===== src/design/u16to8_pkg.sv =====
`default_nettype none
package u16to8_pkg;

  typedef struct packed {
    logic [15:0] code_unit;
    logic        end_of_text;
  } in_item_t;

  typedef struct packed {
    logic        kind;
    logic [7:0]  utf8_byte;
    logic [31:0] byte_offset;
    logic        is_sentinel;
    logic        last;
  } out_item_t;

  // state update and bookkeeping for the result now being issued
  typedef struct packed {
    logic       is_byte;
    logic       pend_nxt;
    logic [9:0] held_nxt;
  } dec_ctrl_t;

  localparam logic KIND_BYTE   = 1'b0;
  localparam logic KIND_OFFSET = 1'b1;

  localparam logic [15:0] UNIT_HIGH_FIRST = 16'hD800;
  localparam logic [15:0] UNIT_LOW_FIRST  = 16'hDC00;
  localparam logic [15:0] UNIT_SUR_END    = 16'hE000;

  localparam logic [20:0] CP_REPLACEMENT = 21'h00FFFD;
  localparam logic [20:0] CP_SUPP_BASE   = 21'h010000;
  localparam logic [15:0] CP_TWO_BYTE    = 16'h0080;
  localparam logic [15:0] CP_THREE_BYTE  = 16'h0800;

  localparam logic [7:0] LEAD2     = 8'hC0;
  localparam logic [7:0] LEAD3     = 8'hE0;
  localparam logic [7:0] LEAD4     = 8'hF0;
  localparam logic [7:0] CONT      = 8'h80;
  localparam logic [5:0] CONT_MASK = 6'h3F;

  localparam logic [2:0] LEN_NONE = 3'd0;
  localparam logic [2:0] LEN_1    = 3'd1;
  localparam logic [2:0] LEN_2    = 3'd2;
  localparam logic [2:0] LEN_3    = 3'd3;
  localparam logic [2:0] LEN_4    = 3'd4;

  // Byte k of the UTF-8 form of cp, encoded in len bytes.
  function automatic logic [7:0] utf8_byte_at(input logic [20:0] cp,
                                               input logic [2:0]  len,
                                               input logic [1:0]  k);
    logic [7:0] c0;
    logic [7:0] c1;
    logic [7:0] c2;
    logic [7:0] b;
    c0 = CONT | {2'b00, cp[5:0] & CONT_MASK};
    c1 = CONT | {2'b00, cp[11:6] & CONT_MASK};
    c2 = CONT | {2'b00, cp[17:12] & CONT_MASK};
    b  = 8'h00;
    unique case (len)
      LEN_1: b = {1'b0, cp[6:0]};
      LEN_2: b = (k == 2'd0) ? (LEAD2 | {3'b000, cp[10:6]}) : c0;
      LEN_3: begin
        unique case (k)
          2'd0:    b = LEAD3 | {4'b0000, cp[15:12]};
          2'd1:    b = c1;
          default: b = c0;
        endcase
      end
      LEN_4: begin
        unique case (k)
          2'd0:    b = LEAD4 | {5'b00000, cp[20:18]};
          2'd1:    b = c2;
          2'd2:    b = c1;
          default: b = c0;
        endcase
      end
      default: b = 8'h00;
    endcase
    return b;
  endfunction

endpackage
`default_nettype wire


===== src/design/u16to8_unit_dec.sv =====
`default_nettype none
module u16to8_unit_dec (
  input  u16to8_pkg::in_item_t  item,
  input  logic                  pend,
  input  logic [9:0]            held,
  input  logic [31:0]           byte_count,
  input  logic [2:0]            idx,
  output u16to8_pkg::out_item_t res,
  output u16to8_pkg::dec_ctrl_t ctrl
);
  import u16to8_pkg::*;

  logic        eot;
  logic        is_high;
  logic        is_low;
  logic        pair;
  logic        pre;
  logic [2:0]  pre_len;
  logic [20:0] tail_cp;
  logic [2:0]  tail_len;
  logic [1:0]  tail_k;
  logic [7:0]  fffd_byte;

  assign eot     = item.end_of_text;
  assign is_high = (item.code_unit >= UNIT_HIGH_FIRST) && (item.code_unit < UNIT_LOW_FIRST);
  assign is_low  = (item.code_unit >= UNIT_LOW_FIRST) && (item.code_unit < UNIT_SUR_END);
  assign pair    = !eot && pend && is_low;
  // a held high that is not completed flushes as a replacement char first
  assign pre     = pend && !pair;
  assign pre_len = pre ? LEN_3 : LEN_NONE;

  always_comb begin
    tail_cp  = {5'b00000, item.code_unit};
    tail_len = LEN_3;
    priority if (eot) begin
      tail_len = LEN_NONE;
    end else if (pair) begin
      tail_cp  = CP_SUPP_BASE + {1'b0, held, item.code_unit[9:0]};
      tail_len = LEN_4;
    end else if (is_high) begin
      tail_len = LEN_NONE;
    end else if (is_low) begin
      tail_cp  = CP_REPLACEMENT;
      tail_len = LEN_3;
    end else if (item.code_unit < CP_TWO_BYTE) begin
      tail_len = LEN_1;
    end else if (item.code_unit < CP_THREE_BYTE) begin
      tail_len = LEN_2;
    end else begin
      tail_len = LEN_3;
    end
  end

  assign tail_k    = idx[1:0] - pre_len[1:0] - 2'd1;
  assign fffd_byte = utf8_byte_at(CP_REPLACEMENT, LEN_3, idx[1:0]);

  always_comb begin
    res             = '0;
    res.last        = (idx == pre_len + tail_len);
    ctrl.is_byte    = 1'b1;
    // hold a fresh high surrogate, drop everything else
    ctrl.pend_nxt   = !eot && is_high && !pair;
    ctrl.held_nxt   = ctrl.pend_nxt ? item.code_unit[9:0] : 10'd0;
    priority if (idx < pre_len) begin
      res.kind      = KIND_BYTE;
      res.utf8_byte = fffd_byte;
    end else if (idx == pre_len) begin
      res.kind        = KIND_OFFSET;
      res.byte_offset = byte_count;
      res.is_sentinel = eot;
      ctrl.is_byte    = 1'b0;
    end else begin
      res.kind      = KIND_BYTE;
      res.utf8_byte = utf8_byte_at(tail_cp, tail_len, tail_k);
    end
  end

endmodule
`default_nettype wire


===== src/design/u16to8_out_stage.sv =====
`default_nettype none
module u16to8_out_stage (
  input  logic                  clk,
  input  logic                  rst_n,
  input  logic                  ld_valid,
  input  u16to8_pkg::out_item_t ld_item,
  output logic                  slot_free,
  output logic                  out_valid,
  input  logic                  out_stall,
  output u16to8_pkg::out_item_t out_item
);
  import u16to8_pkg::*;

  logic      valid_r;
  logic      valid_nxt;
  out_item_t item_r;

  assign slot_free = !valid_r || !out_stall;

  always_comb begin
    valid_nxt = valid_r;
    if (ld_valid) begin
      valid_nxt = 1'b1;
    end else if (slot_free) begin
      valid_nxt = 1'b0;
    end
  end

  always_ff @(posedge clk) begin
    if (!rst_n) begin
      valid_r <= 1'b0;
    end else begin
      valid_r <= valid_nxt;
    end
  end

  always_ff @(posedge clk) begin
    if (ld_valid) begin
      item_r <= ld_item;
    end
  end

  assign out_valid = valid_r;
  assign out_item  = item_r;

endmodule
`default_nettype wire


===== src/design/utf16_to_utf8_with_offsets_top.sv =====
// An accepted item is held in item_r; its results reach out_item via the output register.
// Throughput: one result per cycle while out_stall is low, set by the single output register;
//   an item has 1 to 7 results (offset entry plus up to six bytes).
// A new item is taken in the cycle its last result moves to the output register.
// Reset (rst_n low, synchronous) drops any item in flight, clears the held high
//   surrogate and the byte counter, and empties the output register.
`default_nettype none
module utf16_to_utf8_with_offsets_top (
  input  logic                  clk,
  input  logic                  rst_n,
  input  logic                  in_valid,
  output logic                  in_stall,
  input  u16to8_pkg::in_item_t  in_item,
  output logic                  out_valid,
  input  logic                  out_stall,
  output u16to8_pkg::out_item_t out_item
);
  import u16to8_pkg::*;

  // current item and the index of the result it issues next
  in_item_t    item_r;
  logic        item_v_r;
  logic        item_v_nxt;
  logic [2:0]  idx_r;
  logic [2:0]  idx_nxt;

  // text state: held high surrogate and running byte count
  logic        pend_r;
  logic        pend_nxt;
  logic [9:0]  held_r;
  logic [9:0]  held_nxt;
  logic [31:0] cnt_r;
  logic [31:0] cnt_nxt;

  out_item_t   res;
  dec_ctrl_t   ctrl;
  logic        slot_free;
  logic        fire;
  logic        done;
  logic        accept;

  // The held surrogate only changes once the item is complete, so every result
  // of the item is decoded from the same view of it; the count moves per byte.
  u16to8_unit_dec u_dec (
    .item       (item_r),
    .pend       (pend_r),
    .held       (held_r),
    .byte_count (cnt_r),
    .idx        (idx_r),
    .res        (res),
    .ctrl       (ctrl)
  );

  u16to8_out_stage u_out (
    .clk       (clk),
    .rst_n     (rst_n),
    .ld_valid  (fire),
    .ld_item   (res),
    .slot_free (slot_free),
    .out_valid (out_valid),
    .out_stall (out_stall),
    .out_item  (out_item)
  );

  // issue one result whenever the output register has room
  assign fire     = item_v_r && slot_free;
  assign done     = fire && res.last;
  assign in_stall = item_v_r && !done;
  assign accept   = in_valid && !in_stall;

  always_comb begin
    item_v_nxt = item_v_r;
    idx_nxt    = idx_r;
    pend_nxt   = pend_r;
    held_nxt   = held_r;
    cnt_nxt    = cnt_r;
    if (fire && ctrl.is_byte) begin
      cnt_nxt = cnt_r + 32'd1;
    end
    if (fire) begin
      idx_nxt = idx_r + 3'd1;
    end
    if (done) begin
      item_v_nxt = 1'b0;
      pend_nxt   = ctrl.pend_nxt;
      held_nxt   = ctrl.held_nxt;
      // the end of text restarts the counter after the sentinel
      if (item_r.end_of_text) begin
        cnt_nxt = 32'd0;
      end
    end
    if (accept) begin
      item_v_nxt = 1'b1;
      idx_nxt    = 3'd0;
    end
  end

  always_ff @(posedge clk) begin
    if (!rst_n) begin
      item_v_r <= 1'b0;
      idx_r    <= 3'd0;
      pend_r   <= 1'b0;
      held_r   <= 10'd0;
      cnt_r    <= 32'd0;
    end else begin
      item_v_r <= item_v_nxt;
      idx_r    <= idx_nxt;
      pend_r   <= pend_nxt;
      held_r   <= held_nxt;
      cnt_r    <= cnt_nxt;
    end
  end

  always_ff @(posedge clk) begin
    if (accept) begin
      item_r <= in_item;
    end
  end

  // no item ever issues more than seven results
  a_idx_range: assert property (@(posedge clk) disable iff (!rst_n)
    item_v_r |-> idx_r <= 3'd6)
    else $error("result index past the longest item");

  // after a sentinel the text state is clean
  a_eot_clear: assert property (@(posedge clk) disable iff (!rst_n)
    (done && item_r.end_of_text) |=> (cnt_r == 32'd0) && !pend_r)
    else $error("state not cleared at end of text");

  // held bits are zero whenever nothing is held
  a_held_zero: assert property (@(posedge clk) disable iff (!rst_n)
    !pend_r |-> held_r == 10'd0)
    else $error("held surrogate bits without a pending high");

  // a sentinel is always an offset entry and closes its item
  a_sentinel: assert property (@(posedge clk) disable iff (!rst_n)
    (out_valid && out_item.is_sentinel) |-> (out_item.kind == KIND_OFFSET) && out_item.last)
    else $error("malformed sentinel result");

endmodule
`default_nettype wire

===== config.mk =====
export PLATFORM = sky130hd
export DESIGN_NAME = utf16_to_utf8_with_offsets_top
export DESIGN_NICKNAME = d
export VERILOG_FILES = /design/src/design/u16to8_pkg.sv /design/src/design/u16to8_unit_dec.sv /design/src/design/u16to8_out_stage.sv /design/src/design/utf16_to_utf8_with_offsets_top.sv
export SDC_FILE = /design/constraint.sdc
export NUM_CORES = 1
export LEC_CHECK = 0
export ABC_AREA = 1
export BUFFER_PORTS_ARGS = -buffer_cell sky130_fd_sc_hd__buf_4
export CORE_ASPECT_RATIO = 1.2
export CORE_MARGIN = 8
export CORE_UTILIZATION = 35
export CTS_CLUSTER_SIZE = 30
export DETAILED_ROUTE_END_ITERATION = 8
export PLACE_DENSITY_LB_ADDON = 0.2
export SLEW_MARGIN = 20
export SYNTH_ARGS = -nofsm -noshare
export SYNTH_HDL_FRONTEND = slang
export SYNTH_SLANG_ARGS = --single-unit
export TNS_END_PERCENT = 100

===== constraint.sdc =====
create_clock -name clk -period 4.5 [get_ports clk]
set_clock_uncertainty 0.15 [all_clocks]
set_input_delay 0.45 -clock clk [delete_from_list [all_inputs] [get_ports clk]]
set_output_delay 0.45 -clock clk [all_outputs]
set_load 0.01 [all_outputs]

==> metrics.md <==
| Metric | Value |
|---|---|
| # setup viols final | `0` |
| Slew Limit Headroom | `0.608` |
| Die W | `around 130 um` |
| Total die area | `21000 um^2` |
| Leak pwr | `2.78 nW` |
| Power Density | `326 nW/um^2` |
| Yosys cell types | `38` |
| Row count | `51` |
| Critical path peak fanout | `14` |
| Fill cells | `1687` |
| Post-synthesis cell count | `731` |
| R2R Setup Slk | `960 ps` |
| Clock Latency Late Sink | `~360 ps` |
| Yosys reg bits | `108` |
| Reg2Reg Launch Point | `item_r[14]` |
| Post-CTS sizing | `0` |
| IO Count | `66` |
| Hold_sp | `in_item[6]` |
| Crit path required time | `between 3000 and 4000 ps` |
| Via Count | `4700` |
| Worst hold margin | `119 ps` |
| DR vias/cell | `4.64` |
| Final Cycle Share | `0.852` |
| Hold crit path type | `primary input to flip-flop` |
| Total global-route track usage | `0.142` |
| Synth area leader | `edfxtp_1` |
| Number of iterations in the first detailed-routing pass | `5` |
| Core ar. | `~16000 um^2` |
| Cell count along the critical path | `17` |
| Root Driver | `clkbuf_16` |
| Total Wirelength | `14300 um` |
| Worst VDD drop | `208 uV` |
| Mapped cell area | `5830 um^2` |
| R2R cell count | `18` |
| Antenna violations before repair | `0` |
| Worst Setup End Kind | `output port` |
| Clk sinks | `around 110` |
| Max stage delay on crit path | `430 ps` |
| Crit path time final | `3840 ps` |
| Startpoint types | `flip-flop` |
| WP data arrival | `3240 ps` |
| Fin nets | `827` |
| Yosys warns | `0` |
| Vias in the first global route | `4636` |
| Net Count, Synth | `763` |
| Grt ovf | `0` |
| Worst slew pin tran | `587 ps` |
| Most frequent cell after synthesis | `nand2_1` |
| Critical path type | `flip-flop to output port` |
| Peak Freq | `around 260 MHz` |
| Max-cap violations | `0` |
| Outcome | `finished clean` |
| Setup TNS | `0 ps` |
| IO Port Bufs | `65` |
| CTS tree | `built` |
| Seq/Total Area, Yosys | `0.474` |
| Routability cong. | `0.950` |
| Largest net degree at the start of global routing | `36` |
| H-tree depth | `3` |
| Slowest cell on crit path | `fa_1` |
| Worst Path Buf+Inv | `6` |
| Clock Path Buffers | `2` |
| Clk pin slew, worst setup/hold paths | `70 ps` |
| First-pass GRT wire length | `23400 um` |
| EDFF count, synth | `60` |
| Min-Delay Endpoint | `item_r[6]` |
| Starting density of the core | `0.358` |
| Post-DP HPWL | `11000 um` |
| Synth top cells by count | `177 x nand2_1, 134 x nor2_1, 89 x inv_1` |
| Unrepaired setup endpoints after global routing | `no` |
| CTS Hold Bufs | `0` |
| Routed Antenna Nets | `0` |
| Area grow syn2layout | `16.7%` |
| Top cells by area, synth | `edfxtp_1 31%, dfxtp_1 16%, nand2_1 11%, nor2_1 8.6%, inv_1 5.7%` |
| Async set or reset register ratio after synthesis | `0` |
| Ant. Diodes | `0` |
| Post-synth top area share | `0.309` |
| Share of layout cells above drive strength 1 | `0.170` |
| Syn Area/Cell | `7.97 um^2` |
| Inserted Clock Buffers | `9` |
| Residual DRC | `0` |
| Hold path depth | `1` |
| CP top delay family | `simple AND/OR/NAND/NOR gates` |
| Crit-path cells | `inv_1, nand2_1, nor2_4, nand3_4, nand2_1, inv_1, nand2_1, inv_1, ha_1, inv_1, fa_1, or2_2, a21oi_2, nand3_4, nand2_1, inv_2, buf_4` |
| Post-CTS repair timing setup buffer count | `0` |
| WL/cell | `14.1 um` |
| Final Hold Violating Endpoints | `0` |
| Commonest register cell after synthesis | `edfxtp_1` |
| Slew Viols, Final | `0` |
| DRT iter0 DRCs | `284` |
| Worst reg2reg path endpoint | `item_r[4]` |
| Die height | `157 um` |
sequential cells by signal, summed over array words and instances (netlist names):
register         count
cnt_r               32
held_r              10
idx_r                3
item_r              17
item_v_r             1
pend_r               1
u_out.out_item      43
u_out.out_valid      1
cells in the final DEF, fill, tap and decap left out, types with 2 or more instances in the layout:
master     Yosys  layout
nor2_1       134     134
inv_2          9      10
o21ai_0       40      40
inv_1         89      88
clkbuf_16      0       9
xor2_1        32      32
nand2_1      177     177
ha_1          10      10
a21oi_1        7       7
or2_2          2       2
nand4_1        7       7
nor3_4         2       2
nor3_1        19      19
dfxtp_1       48      48
buf_4          6      69
nand2_4        2       2
a21oi_2       10      10
edfxtp_1      60      60
nor3_2         2       2
nand3_1       31      31
nand3_4        2       2
nand4_2        2       2
nand2_2       11      11
o21ai_1        4       4
nor2_4         4       4
layout make-up:
cell class	count	area, um^2	area share
clock inverters	6	63.8	0.00938
inverters	99	374	0.0550
clock buffers	10	229	0.0337
well taps	212	265	0.0390
multi-input cells	508	2590	0.380
flip-flops and latches	108	2760	0.406
repair buffers	69	518	0.0762
per-layer routing:
metal	up-vias	GRT usage	wire length (um)
li1	2439	-	-
met1	2159	0.151	5750
met2	82	0.261	7570
met3	20	0.0379	598
met4	0	0.0536	339
met5	-	0	0
cell families after synthesis:
| logic type | count (synthesis) | synth area share |
|---|---|---|
| adders and majority gates | 11 | 0.0249 |
| AOI/OAI and AO/OA | 64 | 0.0642 |
| buffers and inverters | 115 | 0.0816 |
| and+or+nand+nor | 398 | 0.300 |
| xor gates and xnor gates | 35 | 0.0552 |
| DFF | 108 | 0.474 |
power breakdown:
group	switching [mW]	leakage (nW)	internal, mW
combinational	0.185	1.67	0.104
clock	0.360	0.140	0.432
sequential	0.0326	0.967	1.10
through the flow:
stage	std cells	worst slack (ps)	area, um^2	total power, mW	util
finish	1012	664	6800	2.21	0.418
global route	1012	408	6800	2.34	0.418
CTS	1012	607	6800	2.25	0.418
detailed placement	996	978	6510	1.45	0.400
global placement	996	1010	6510	1.45	0.400
floorplan	731	758	5830	1.34	-
how the worst max path moves through the flow:
| stage | start | to | slack, ps |
|---|---|---|---|
| final | item_r[14] | in_stall | 660 |
| after global routing | item_r[14] | in_stall | 410 |
| after CTS | item_r[14] | in_stall | 610 |
| after detailed placement | item_r[14] | item_r[3] | 980 |
| after global placement | item_r[14] | item_r[3] | 1010 |
| after floorplan | item_r[14] | item_r[0] | 760 |
worst register-to-register path, stage by stage (launching register included):
cell and delay (ps):
edfxtp_1 380, inv_1 80, nand2_1 100, nor2_4 150
nand3_4 160, nand2_1 90, inv_1 70, nand2_1 60
inv_1 40, ha_1 160, inv_1 70, fa_1 430
or2_2 320, a21oi_2 190, nand3_4 220, nand2_1 170
inv_2 50, nor2_1 90, buf_4 250
Power figures use the tool's default switching activity.
